**config.mk**
```make
export PLATFORM = sky130hd
export DESIGN_NAME = soft_bit_depuncturer
export DESIGN_NICKNAME = d
export VERILOG_FILES = /design/src/design/sbd_pkg.sv /design/src/design/soft_bit_depuncturer.sv /design/src/design/sbd_cfg.sv /design/src/design/sbd_fifo.sv /design/src/design/sbd_back.sv
export SDC_FILE = /design/constraint.sdc
export NUM_CORES = 1
export LEC_CHECK = 0
export ABC_CLOCK_PERIOD_IN_PS = 4500
export BUFFER_PORTS_ARGS = -buffer_cell sky130_fd_sc_hd__buf_2
export CAP_MARGIN = 20
export CORE_UTILIZATION = 48
export CTS_BUF_LIST = sky130_fd_sc_hd__clkbuf_2
export DETAILED_ROUTE_END_ITERATION = 7
export PLACE_DENSITY = 0.73
export SYNTH_ARGS = -nofsm -noshare
export SYNTH_HDL_FRONTEND = slang
export SYNTH_SLANG_ARGS = --single-unit
export TNS_END_PERCENT = 30
```
**constraint.sdc**
```tcl
create_clock -name clk -period 4.5 [get_ports clk]
set_input_delay 0.45 -clock clk [delete_from_list [all_inputs] [get_ports clk]]
set_output_delay 0.45 -clock clk [all_outputs]
set_load 0.01 [all_outputs]
```
**src/design/sbd_pkg.sv**
```systemverilog
`timescale 1ns / 1ps
// sbd_pkg: shared types and constants for the soft-bit depuncturer.
// No dependencies.

package sbd_pkg;

	localparam int SOFT_W   = 8;
	localparam int CFG_W    = 32;
	localparam int CFG_IDX_W = 2;
	localparam int PERIOD_W = 6;
	localparam int DELAY_W  = 5;

	localparam logic [CFG_IDX_W-1:0] REG_PATTERN = 2'd0;
	localparam logic [CFG_IDX_W-1:0] REG_PERIOD  = 2'd1;
	localparam logic [CFG_IDX_W-1:0] REG_DELAY   = 2'd2;

	localparam logic [SOFT_W-1:0] ERASURE = 8'd127;

	// output tuser bit positions
	localparam int TU_ERASURE = 0;
	localparam int TU_PEND    = 1;
	localparam int TUSER_W    = 2;

	typedef struct packed {
		logic busy;
		logic all_zero;
	} cfg_stat_t;

endpackage

```
**src/design/soft_bit_depuncturer.sv**
```systemverilog
`timescale 1ns / 1ps
// Soft-bit depuncturer top level: input queue, configuration unit, output sequencer.
// Input bytes are registered in the queue, results in the output register. The
// output sequencer emits one period position per cycle while a byte is queued,
// the output register is free and no setup sweep runs; an input leaves the queue
// after the erasures before it, its byte and any trailing erasures. Reset: pattern 1,
// period 1, delay 0, position 0. A register write starts a result-free setup sweep.

module soft_bit_depuncturer #(
	parameter int MAX_PERIOD = 32
) (
	input  logic                           clk,
	input  logic                           arst_n,
	input  logic                           cfg_we,
	input  logic [sbd_pkg::CFG_IDX_W-1:0]  cfg_idx,
	input  logic [sbd_pkg::CFG_W-1:0]      cfg_wdata,
	input  logic                           s_tvalid,
	output logic                           s_tready,
	input  logic [sbd_pkg::SOFT_W-1:0]     s_tdata,   // [7:0] soft_in
	output logic                           m_tvalid,
	input  logic                           m_tready,
	output logic [sbd_pkg::SOFT_W-1:0]     m_tdata,   // [7:0] soft_out
	output logic [sbd_pkg::TUSER_W-1:0]    m_tuser,   // [0] is_erasure, [1] period_end
	output logic                           m_tlast
);

	localparam int EffMax = (MAX_PERIOD < 32) ? MAX_PERIOD : 32;
	localparam int PW     = $clog2(EffMax + 1);
	localparam int PosW   = $clog2(EffMax);

	logic [EffMax-1:0]          pattern;
	logic [PW-1:0]              period_eff;
	logic [PosW-1:0]            start_q0;
	logic [PosW-1:0]            last_kept;
	sbd_pkg::cfg_stat_t         stat;
	logic                       full;
	logic                       nempty;
	logic                       pop;
	logic [sbd_pkg::SOFT_W-1:0] head;
	logic                       push;

	assign s_tready = !full;
	assign push     = s_tvalid && !full;

	sbd_cfg #(
		.MAX_PERIOD(MAX_PERIOD)
	) u_cfg (
		.clk       (clk),
		.arst_n    (arst_n),
		.cfg_we    (cfg_we),
		.cfg_idx   (cfg_idx),
		.cfg_wdata (cfg_wdata),
		.pattern   (pattern),
		.period_eff(period_eff),
		.start_q0  (start_q0),
		.last_kept (last_kept),
		.stat      (stat)
	);

	sbd_fifo u_fifo (
		.clk      (clk),
		.arst_n   (arst_n),
		.push     (push),
		.push_data(s_tdata),
		.full     (full),
		.pop      (pop),
		.nempty   (nempty),
		.head     (head)
	);

	sbd_back #(
		.MAX_PERIOD(MAX_PERIOD)
	) u_back (
		.clk       (clk),
		.arst_n    (arst_n),
		.pattern   (pattern),
		.period_eff(period_eff),
		.start_q0  (start_q0),
		.last_kept (last_kept),
		.stat      (stat),
		.nempty    (nempty),
		.head      (head),
		.pop       (pop),
		.m_tvalid  (m_tvalid),
		.m_tready  (m_tready),
		.m_tdata   (m_tdata),
		.m_tuser   (m_tuser),
		.m_tlast   (m_tlast)
	);

endmodule

```
**src/design/sbd_cfg.sv**
```systemverilog
`timescale 1ns / 1ps
// sbd_cfg: configuration registers and the setup sweep that finds the rotated
// start offset and the last kept position. Depends on sbd_pkg.

module sbd_cfg #(
	parameter int MAX_PERIOD = 32
) (
	input  logic                           clk,
	input  logic                           arst_n,
	input  logic                           cfg_we,
	input  logic [sbd_pkg::CFG_IDX_W-1:0]  cfg_idx,
	input  logic [sbd_pkg::CFG_W-1:0]      cfg_wdata,
	output logic [((MAX_PERIOD < 32) ? MAX_PERIOD : 32)-1:0] pattern,
	output logic [$clog2(((MAX_PERIOD < 32) ? MAX_PERIOD : 32) + 1)-1:0] period_eff,
	output logic [$clog2((MAX_PERIOD < 32) ? MAX_PERIOD : 32)-1:0] start_q0,
	output logic [$clog2((MAX_PERIOD < 32) ? MAX_PERIOD : 32)-1:0] last_kept,
	output sbd_pkg::cfg_stat_t             stat
);

	localparam int EffMax = (MAX_PERIOD < 32) ? MAX_PERIOD : 32;
	localparam int PW     = $clog2(EffMax + 1);
	localparam int PosW   = $clog2(EffMax);

	localparam logic [1:0] ST_IDLE = 2'd0;
	localparam logic [1:0] ST_ROT  = 2'd1;
	localparam logic [1:0] ST_SCAN = 2'd2;

	logic [1:0]                     state_q;
	logic [EffMax-1:0]              pattern_q;
	logic [PW-1:0]                  p_q;
	logic [sbd_pkg::DELAY_W-1:0]    delay_q;
	logic [sbd_pkg::DELAY_W-1:0]    dcnt_q;
	logic [PosW-1:0]                q0_q;
	logic [PosW-1:0]                spos_q;
	logic [PosW-1:0]                sq_q;
	logic [PosW-1:0]                last_q;
	logic                           found_q;
	logic                           all_zero_q;

	logic                           wr_ok;
	logic [sbd_pkg::PERIOD_W-1:0]   wp;
	logic [PW-1:0]                  p_new;
	logic [PW-1:0]                  p_last;
	logic [PW-1:0]                  bit_idx;
	logic                           kept;

	assign wr_ok  = cfg_we && (cfg_idx == sbd_pkg::REG_PATTERN || cfg_idx == sbd_pkg::REG_PERIOD
		|| cfg_idx == sbd_pkg::REG_DELAY);
	assign wp     = cfg_wdata[sbd_pkg::PERIOD_W-1:0];
	assign p_last = p_q - PW'(1);
	assign bit_idx = p_last - PW'(sq_q);
	assign kept   = pattern_q[bit_idx[PosW-1:0]];

	always_comb begin
		if (wp == '0) begin
			p_new = PW'(1);
		end else if ({1'b0, wp} > 7'(EffMax)) begin
			p_new = PW'(EffMax);
		end else begin
			p_new = PW'(wp);
		end
	end

	always_ff @(posedge clk or negedge arst_n) begin
		if (!arst_n) begin
			state_q    <= ST_IDLE;
			pattern_q  <= EffMax'(1);
			p_q        <= PW'(1);
			delay_q    <= '0;
			dcnt_q     <= '0;
			q0_q       <= '0;
			spos_q     <= '0;
			sq_q       <= '0;
			last_q     <= '0;
			found_q    <= 1'b0;
			all_zero_q <= 1'b0;
		end else if (wr_ok) begin
			state_q <= ST_ROT;
			q0_q    <= '0;
			unique case (cfg_idx)
				sbd_pkg::REG_PATTERN: begin
					pattern_q <= cfg_wdata[EffMax-1:0];
					dcnt_q    <= delay_q;
				end
				sbd_pkg::REG_PERIOD: begin
					p_q    <= p_new;
					dcnt_q <= delay_q;
				end
				default: begin
					delay_q <= cfg_wdata[sbd_pkg::DELAY_W-1:0];
					dcnt_q  <= cfg_wdata[sbd_pkg::DELAY_W-1:0];
				end
			endcase
		end else begin
			unique case (state_q)
				ST_ROT: begin
					// step the start offset back once per delay count, modulo the period
					if (dcnt_q == '0) begin
						state_q <= ST_SCAN;
						spos_q  <= '0;
						sq_q    <= q0_q;
						found_q <= 1'b0;
					end else begin
						dcnt_q <= dcnt_q - 1'b1;
						q0_q   <= (q0_q == '0) ? p_last[PosW-1:0] : q0_q - 1'b1;
					end
				end
				ST_SCAN: begin
					if (kept) begin
						last_q  <= spos_q;
						found_q <= 1'b1;
					end
					if (PW'(spos_q) == p_last) begin
						state_q    <= ST_IDLE;
						all_zero_q <= !(found_q || kept);
					end else begin
						spos_q <= spos_q + 1'b1;
						sq_q   <= (PW'(sq_q) == p_last) ? '0 : sq_q + 1'b1;
					end
				end
				default: ;
			endcase
		end
	end

	assign pattern       = pattern_q;
	assign period_eff    = p_q;
	assign start_q0      = q0_q;
	assign last_kept     = last_q;
	assign stat.busy     = (state_q != ST_IDLE);
	assign stat.all_zero = all_zero_q;

endmodule

```
**src/design/sbd_fifo.sv**
```systemverilog
`timescale 1ns / 1ps
// sbd_fifo: front side, a two-entry queue of accepted soft bytes.
// Depends on sbd_pkg.

module sbd_fifo (
	input  logic                        clk,
	input  logic                        arst_n,
	input  logic                        push,
	input  logic [sbd_pkg::SOFT_W-1:0]  push_data,
	output logic                        full,
	input  logic                        pop,
	output logic                        nempty,
	output logic [sbd_pkg::SOFT_W-1:0]  head
);

	logic [sbd_pkg::SOFT_W-1:0] mem_q [2];
	logic                       wptr_q;
	logic                       rptr_q;
	logic [1:0]                 cnt_q;

	always_ff @(posedge clk) begin
		if (push) begin
			mem_q[wptr_q] <= push_data;
		end
	end

	always_ff @(posedge clk or negedge arst_n) begin
		if (!arst_n) begin
			wptr_q <= 1'b0;
			rptr_q <= 1'b0;
			cnt_q  <= '0;
		end else begin
			if (push) begin
				wptr_q <= ~wptr_q;
			end
			if (pop) begin
				rptr_q <= ~rptr_q;
			end
			cnt_q <= cnt_q + {1'b0, push} - {1'b0, pop};
		end
	end

	assign full   = cnt_q[1];
	assign nempty = (cnt_q != '0);
	assign head   = mem_q[rptr_q];

endmodule

```
**src/design/sbd_back.sv**
```systemverilog
`timescale 1ns / 1ps
// sbd_back: back side sequencer that, unless stalled, walks the period one
// position per cycle and drives the output register. Depends on sbd_pkg.

module sbd_back #(
	parameter int MAX_PERIOD = 32
) (
	input  logic                           clk,
	input  logic                           arst_n,
	input  logic [((MAX_PERIOD < 32) ? MAX_PERIOD : 32)-1:0] pattern,
	input  logic [$clog2(((MAX_PERIOD < 32) ? MAX_PERIOD : 32) + 1)-1:0] period_eff,
	input  logic [$clog2((MAX_PERIOD < 32) ? MAX_PERIOD : 32)-1:0] start_q0,
	input  logic [$clog2((MAX_PERIOD < 32) ? MAX_PERIOD : 32)-1:0] last_kept,
	input  sbd_pkg::cfg_stat_t             stat,
	input  logic                           nempty,
	input  logic [sbd_pkg::SOFT_W-1:0]     head,
	output logic                           pop,
	output logic                           m_tvalid,
	input  logic                           m_tready,
	output logic [sbd_pkg::SOFT_W-1:0]     m_tdata,
	output logic [sbd_pkg::TUSER_W-1:0]    m_tuser,
	output logic                           m_tlast
);

	localparam int EffMax = (MAX_PERIOD < 32) ? MAX_PERIOD : 32;
	localparam int PW     = $clog2(EffMax + 1);
	localparam int PosW   = $clog2(EffMax);

	logic [PosW-1:0]             pos_q;
	logic [PosW-1:0]             q_q;
	logic                        placed_q;
	logic                        vld_q;
	logic [sbd_pkg::SOFT_W-1:0]  data_q;
	logic [sbd_pkg::TUSER_W-1:0] user_q;
	logic                        last_q;

	logic [PW-1:0]               p_last;
	logic [PW-1:0]               bit_idx;
	logic                        kept;
	logic                        pend;
	logic                        emit_byte;
	logic                        done;
	logic                        load;

	assign p_last    = period_eff - PW'(1);
	assign bit_idx   = p_last - PW'(q_q);
	assign kept      = pattern[bit_idx[PosW-1:0]];
	assign pend      = (PW'(pos_q) == p_last);
	assign emit_byte = kept && !placed_q;
	assign done      = emit_byte ? ((pos_q != last_kept) || pend)
		: (pend && (placed_q || stat.all_zero));
	assign load      = nempty && !stat.busy && (!vld_q || m_tready);
	assign pop       = load && done;

	always_ff @(posedge clk or negedge arst_n) begin
		if (!arst_n) begin
			pos_q    <= '0;
			q_q      <= '0;
			placed_q <= 1'b0;
			vld_q    <= 1'b0;
		end else begin
			if (stat.busy) begin
				pos_q    <= '0;
				q_q      <= start_q0;
				placed_q <= 1'b0;
			end else if (load) begin
				pos_q    <= pend ? '0 : pos_q + 1'b1;
				q_q      <= (PW'(q_q) == p_last) ? '0 : q_q + 1'b1;
				placed_q <= done ? 1'b0 : (placed_q || emit_byte);
			end
			if (load) begin
				vld_q <= 1'b1;
			end else if (m_tready) begin
				vld_q <= 1'b0;
			end
		end
	end

	always_ff @(posedge clk) begin
		if (load) begin
			data_q                      <= emit_byte ? head : sbd_pkg::ERASURE;
			user_q[sbd_pkg::TU_ERASURE] <= !emit_byte;
			user_q[sbd_pkg::TU_PEND]    <= pend;
			last_q                      <= done;
		end
	end

	assign m_tvalid = vld_q;
	assign m_tdata  = data_q;
	assign m_tuser  = user_q;
	assign m_tlast  = last_q;

endmodule
```
After elaboration in Yosys (flattened, before gate mapping):

Memories as Yosys holds them, arrays and structs flattened. A register that Yosys moved wholly into a read port is not among the register bits.
Cells that the tools add are included.

* flip-flop bits (word level): 91
* bits in writable memories: 16
* output and inout port bits: 13
* word-level logic and storage cells: 136
* memories: 1

* add/subtract/negate cells: 11
* $lt $le $gt $ge: 3
* eq/ne operators: 15
* mux-type cells: 42
* bitwise gates (word level): 3
* reductions and logical operators: 41

Memory list
* u_fifo.mem_q: depth 2, width 8, read ports 1, clocked after Yosys merged registers in 1, write ports 1, line sbd_fifo.sv:16 `logic [sbd_pkg::SOFT_W-1:0] mem_q [2];`

Operators with widths (count)
* 5-bit 2-to-1 mux: 19
* 5-bit by 6-bit == test with 1-bit output: 4
* 5-bit by 1-bit adder with 5-bit output (second input constant): 4
* 5-bit one-hot mux with 2 select lines: 2
* 5-bit by 6-bit < comparator with 1-bit output (second input constant): 2
* 1-bit 2-to-1 mux: 12
* 6-bit 2-to-1 mux: 2
* 2-bit nonzero test: 6
* 1-bit binary-select mux with 5-bit select: 2
* 5-bit logical NOT: 2
* 5-bit by 1-bit subtractor with 5-bit output (second input constant): 2
* 5-bit subtractor: 2
* 3-bit AND reduction: 3
* 4-bit AND reduction: 2
* 1-bit logical AND: 7
* 1-bit logical NOT: 7
* 1-bit logical OR: 7
* 6-bit > comparator (second input constant): 1
* 6-bit logical NOT: 1
* 2-bit 2-to-1 mux: 3
* 2-bit by 1-bit != test with 1-bit output (second input constant): 3
* 3-bit by 1-bit != test with 1-bit output (second input constant): 2
* 2-bit AND reduction: 3
* 6-bit by 1-bit subtractor with 6-bit output (second input constant): 1
* 12 further kinds: 16

Depth between registers and ports, before layout:

* depth after elaboration: 9
* gate-level depth with buffers: 18

Cells and area by module:

Synthesis repeated with hierarchy kept, for this count alone.

* cells, all modules: 544
* area total of the unflattened synthesis: 6471.2 um^2

Modules (own cells, without submodules)
* sbd_cfg: times used 1, cells each 339, area each 3890.0 um^2, seq. area each 1804.2 um^2
* sbd_back: times used 1, cells each 164, area each 1766.7 um^2, seq. area each 630.6 um^2
* sbd_fifo: times used 1, cells each 39, area each 804.5 um^2, seq. area each 580.6 um^2
* soft_bit_depuncturer: times used 1, cells each 2, area each 10.0 um^2, seq. area each 0.0 um^2

Worst setup path before layout:

No wires, ideal clock.

* path type: flip-flop to flip-flop
* start point: register u_cfg.p_q[0], in the netlist u_cfg.period_eff[0]
* end point: register u_fifo.cnt_q[1]
* setup time: 0.123 ns
* arrival: 3.631 ns
* data required time: 4.377 ns
* path slack: 0.746 ns
* cell stages (with the launch flop): 18
* path buffers: 1
* period minus slack after synthesis: 3.754 ns
* path through: dfstp_2 inv_1 ha_1 inv_1 fa_1 clkbuf_1 mux4_2 mux2i_1 nand3_1 nand3_1 a21oi_1 o221ai_1 inv_1 ha_1 inv_1 ha_1 xnor2_1 xnor2_1

* cells in the longest elaborated chain, start to end: 8
* elaborated cells between the ends (all ways): 11

Ends and longest elaborated chain
* start, declared: line sbd_cfg.sv:30 `logic [PW-1:0] p_q;`
* start signal, assigned: line sbd_cfg.sv:86 `p_q <= p_new;`
* 6-bit by 1-bit subtractor with 6-bit output (*): line sbd_back.sv:45 `assign p_last = period_eff - PW'(1);`
* 5-bit subtractor: line sbd_back.sv:46 `assign bit_idx = p_last - PW'(q_q);`
* 1-bit binary-select mux with 5-bit select: line sbd_back.sv:47 `assign kept = pattern[bit_idx[PosW-1:0]];`
* 1-bit 2-to-1 mux (implied by the code): line sbd_back.sv:47
* 1-bit logical AND: line sbd_back.sv:49 `assign emit_byte = kept && !placed_q;`
* 1-bit 2-to-1 mux (*): line sbd_back.sv:50 `assign done = emit_byte ? ((pos_q != last_kept) || pend)`
* 1-bit logical AND (*): line sbd_back.sv:53 `assign pop = load && done;`
* via pop: line soft_bit_depuncturer.sv:38 `logic pop;`
* 2-bit by 1-bit subtractor with 2-bit output (*): line sbd_fifo.sv:39 `cnt_q <= cnt_q + {1'b0, push} - {1'b0, pop};`
* end signal, assigned: line sbd_fifo.sv:39
* end, declared: line sbd_fifo.sv:19 `logic [1:0] cnt_q;`

The timed path passes the listed nets; every way through them passes the cells marked *. The select of a mux whose other input is x is not followed.
A chain may end at the register's enable or synchronous reset.

Final worst setup path:

Same ends and word-level chain as after synthesis.

==> impl_metrics.py <==
metrics = {
    "yosys": {
        "netlist_instances": 512,
        "syn_area_per_cell_um2": 11.9,
        "yosys.area.top_type": "dfrtp_1",
        "async_reset_ff_share_pct": 76.5,
        "synth_compound_area_share_pct": 8.62,
        "synth_xor_area_share_pct": 5.45,
        "synthAdderAreaFrac_pct": 4.98,
        "syn_area_um2": 6080,
        "synth_enable_flop_cells": 27,
        "ys.flop_type": "dfrtp_1",
        "synth.area.top_cells": "dfrtp_1 (35%), edfxtp_1 (13%), mux2_2 (7.2%), mux4_2 (6.7%), ha_1 (4.3%)",
        "synthSimpleGateAreaFrac_pct": 9.78,
        "synth-seq-cells": 115,
        "ys_types": 51,
        "ys_seq_area_share_pct": 49.6,
        "synth_top_area_share_pct": 35.4,
        "synth_top_family_by_area": "multiplexers",
        "synthMuxAreaShare_pct": 17.9,
        "ys.warnings.count": 0,
        "syn-num-nets": 582,
    },
    "timing": {
        "slew_viol_final": 0,
        "post-route-period-util_pct": 91.4,
        "fin_tns_setup_ps": 0,
        "hold_viol_final": 0,
        "max_freq_ghz": 0.243,
        "tightest_slew_ps": 884,
        "rsz0062_at_grt": "false",
        "skew_ps": 45.9,
        "slew_headroom_pct": 40.6,
        "setup_viol": 0,
        "period_minus_slack_ps": 4110,
    },
    "layout": {
        "layout.cells.non_filler": 795,
        "layout-drive-gt1-share_pct": 26.5,
        "n_antenna_cell": 0,
        "nNetsFinal": 684,
        "final_cell_mix": "dfrtp_1 (86), buf_2 (58), mux2_2 (39), inv_1 (37), dlygate4sd3_1 (37)",
        "final_common_cell": "dfrtp_1",
        "area_delta_synth_final_pct": 17.7,
    },
    "clock_network": {
        "cts_sinks": 115,
        "cts_hold_buf": 37,
        "tritoncts": "built",
        "cts_buffer_depth": 2,
        "clkLatencyLatePin_ps": 670,
        "cts_made_buffers": 17,
        "htree_num_levels": 4,
        "cts_resized": 0,
        "cts_setup_buffers": 0,
        "cts-root-buf": "clkbuf_2",
        "clk_pin_slew_ps": 210,
    },
    "grt": {
        "antenna_found_initial": 0,
        "grt_first_pass_wirelength_mm": 21.2,
        "gr-usage-all-layers_pct": 21.3,
        "overflow": 0,
        "grt_pass1_vias": 4382,
        "grt_start_max_net_pins": 89,
    },
    "worst_hold_path": {
        "hold_class": "input port to flop",
        "hold_depth": 3,
    },
    "drt": {
        "via_per_inst": 5.51,
        "wl_mm": 13.0,
        "routedWlPerCell_um": 16.3,
        "dr.first_iter.drc_count": 270,
        "drc": 0,
        "ant_nets": 0,
        "first_pass_iters": 5,
        "vias": 4384,
    },
    "worst_setup_path": {
        "worstPathMaxFanout": 8,
        "start_kind": "flop",
        "critical_path_class": "flop to flop",
        "cp_data_arrival_time_ps": 4700,
        "endpoint_kind": "flop",
        "reg2reg_depth": 16,
        "required_ps": 5090,
    },
    "floorplan": {
        "fp.dieW_um": 115,
        "pin_count": 60,
        "initial_core_util_pct": 50.0,
        "die_y_um": 115,
        "die_area_um2": 13100,
        "core-area_um2": 12200,
        "rows": 40,
    },
    "pwr": {
        "leakage_nw": 3.09,
        "power_mw": 4.36,
        "power.density_nw_per_um2": 609,
        "vdd_drop_max_mv": 0.283,
    },
    "placement": {
        "globalplace.congestion": 0.837,
        "dp_hpwl_mm": 9.04,
        "port_buffers": 59,
        "dp.cells": 725,
    },
    "flow_run": {
        "maxCapViolations": 0,
    },
    "run_status": {
        "status": "finished clean",
    },
}
cells by family (layout without fill, tap and decap cells):
| kind of cell | after synthesis | count (layout) |
|---|---|---|
| buffers and inverters | 55 | 170 |
| xor gates and xnor gates | 37 | 37 |
| DFF | 115 | 115 |
| AOI/OAI and AO/OA | 84 | 84 |
| and+or+nand+nor | 119 | 119 |
| muxes | 79 | 79 |
| adders and majority gates | 23 | 23 |
area by class of cell:
type / count / area, µm²
clock buffer: 18 / 90.1
clock inverter: 14 / 128
fill: 962 / 5010
inverter: 37 / 139
multi-input combinational: 342 / 2860
sequential: 115 / 3020
tap: 168 / 210
timing repair buffer: 101 / 718
where the power goes:
part	internal (mW)	switching, mW
Combinational	0.968	1.13
Sequential	1.39	0.241
Clock	0.205	0.425
Total	2.56	1.80
per-stage QoR:
step                      instance area [µm²]  setup slack, ps  util (%)  hold WS [ps]
after floorplan                          6080              746         -           154
after global placement                   6550              609      53.8           456
after detailed placement                 6550              484      53.8           466
after CTS                                7140              405      58.7          6.34
after global routing                     7160             76.2      58.8          10.1
final                                    7160              389      58.8          58.9
state kept, by name, indices dropped and copies added (netlist names), 2 cells and up:
name / cells
u_cfg.sq_q: 5
u_fifo.cnt_q: 2
u_cfg.period_eff: 6
u_back.pos_q: 5
u_cfg.delay_q: 5
u_cfg.start_q0: 5
u_back.m_tdata: 8
u_cfg.dcnt_q: 5
u_cfg.last_kept: 5
u_cfg.state_q: 2
u_cfg.spos_q: 5
u_fifo.mem_q: 16
u_back.m_tuser: 2
u_cfg.pattern: 32
u_back.q_q: 5
critical path: stages (launching register included):
cell and delay (ps):
dfstp_2 670, inv_1 60, ha_1 370, inv_1 140, fa_1 790, mux4_2 370
mux2i_1 150, o21ai_0 110, nand3b_1 130, a21oi_1 100, o221ai_1 250, inv_1 70
ha_1 280, inv_1 40, ha_1 180, xnor2_1 170, xnor2_1 150
synth_stat cells (all sizes together) (7+ instances only):
| cell | n |
|---|---|
| clkbuf | 13 |
| nand2b | 8 |
| xnor2 | 17 |
| ha | 21 |
| edfxtp | 27 |
| nor3 | 7 |
| xor2 | 20 |
| nor2 | 23 |
| a21oi | 17 |
| mux2i | 17 |
| nand3 | 17 |
| nand2 | 31 |
| mux2 | 44 |
| inv | 37 |
| o21ai | 32 |
| dfrtp | 86 |
| mux4 | 18 |
per-layer routing:
layer	GRT usage [%]	vias to the layer above	share of wire, %
met3	4.66	24	5.3
met1	26.4	2139	42
met2	36.8	153	51
met4	7.79	0	1.7
li1	-	2068	-
met5	0	-	0
path summary, 6_finish.rpt:
| check | startpoint | end | slack (ps) |
|---|---|---|---|
| min in group asynchronous | arst_n | u_back.pos_q[0]$_DFFE_PN0P_ | 310 |
| max in group asynchronous | arst_n | u_cfg.pattern[0]$_DFFE_PN1P_ | 3530 |
| hold / removal | cfg_wdata[2] | u_cfg.period_eff[2]$_DFFE_PN0P_ | 60 |
| setup / recovery | u_cfg.period_eff[0]$_DFFE_PN1P_ | u_fifo.cnt_q[1]$_DFF_PN0_ | 390 |
| setup reg to reg | u_cfg.period_eff[0]$_DFFE_PN1P_ | u_fifo.cnt_q[1]$_DFF_PN0_ | 390 |
| hold reg to reg | u_fifo.wptr_q$_DFFE_PN0P_ | u_fifo.wptr_q$_DFFE_PN0P_ | 510 |
Power figures use the tool's default switching activity.
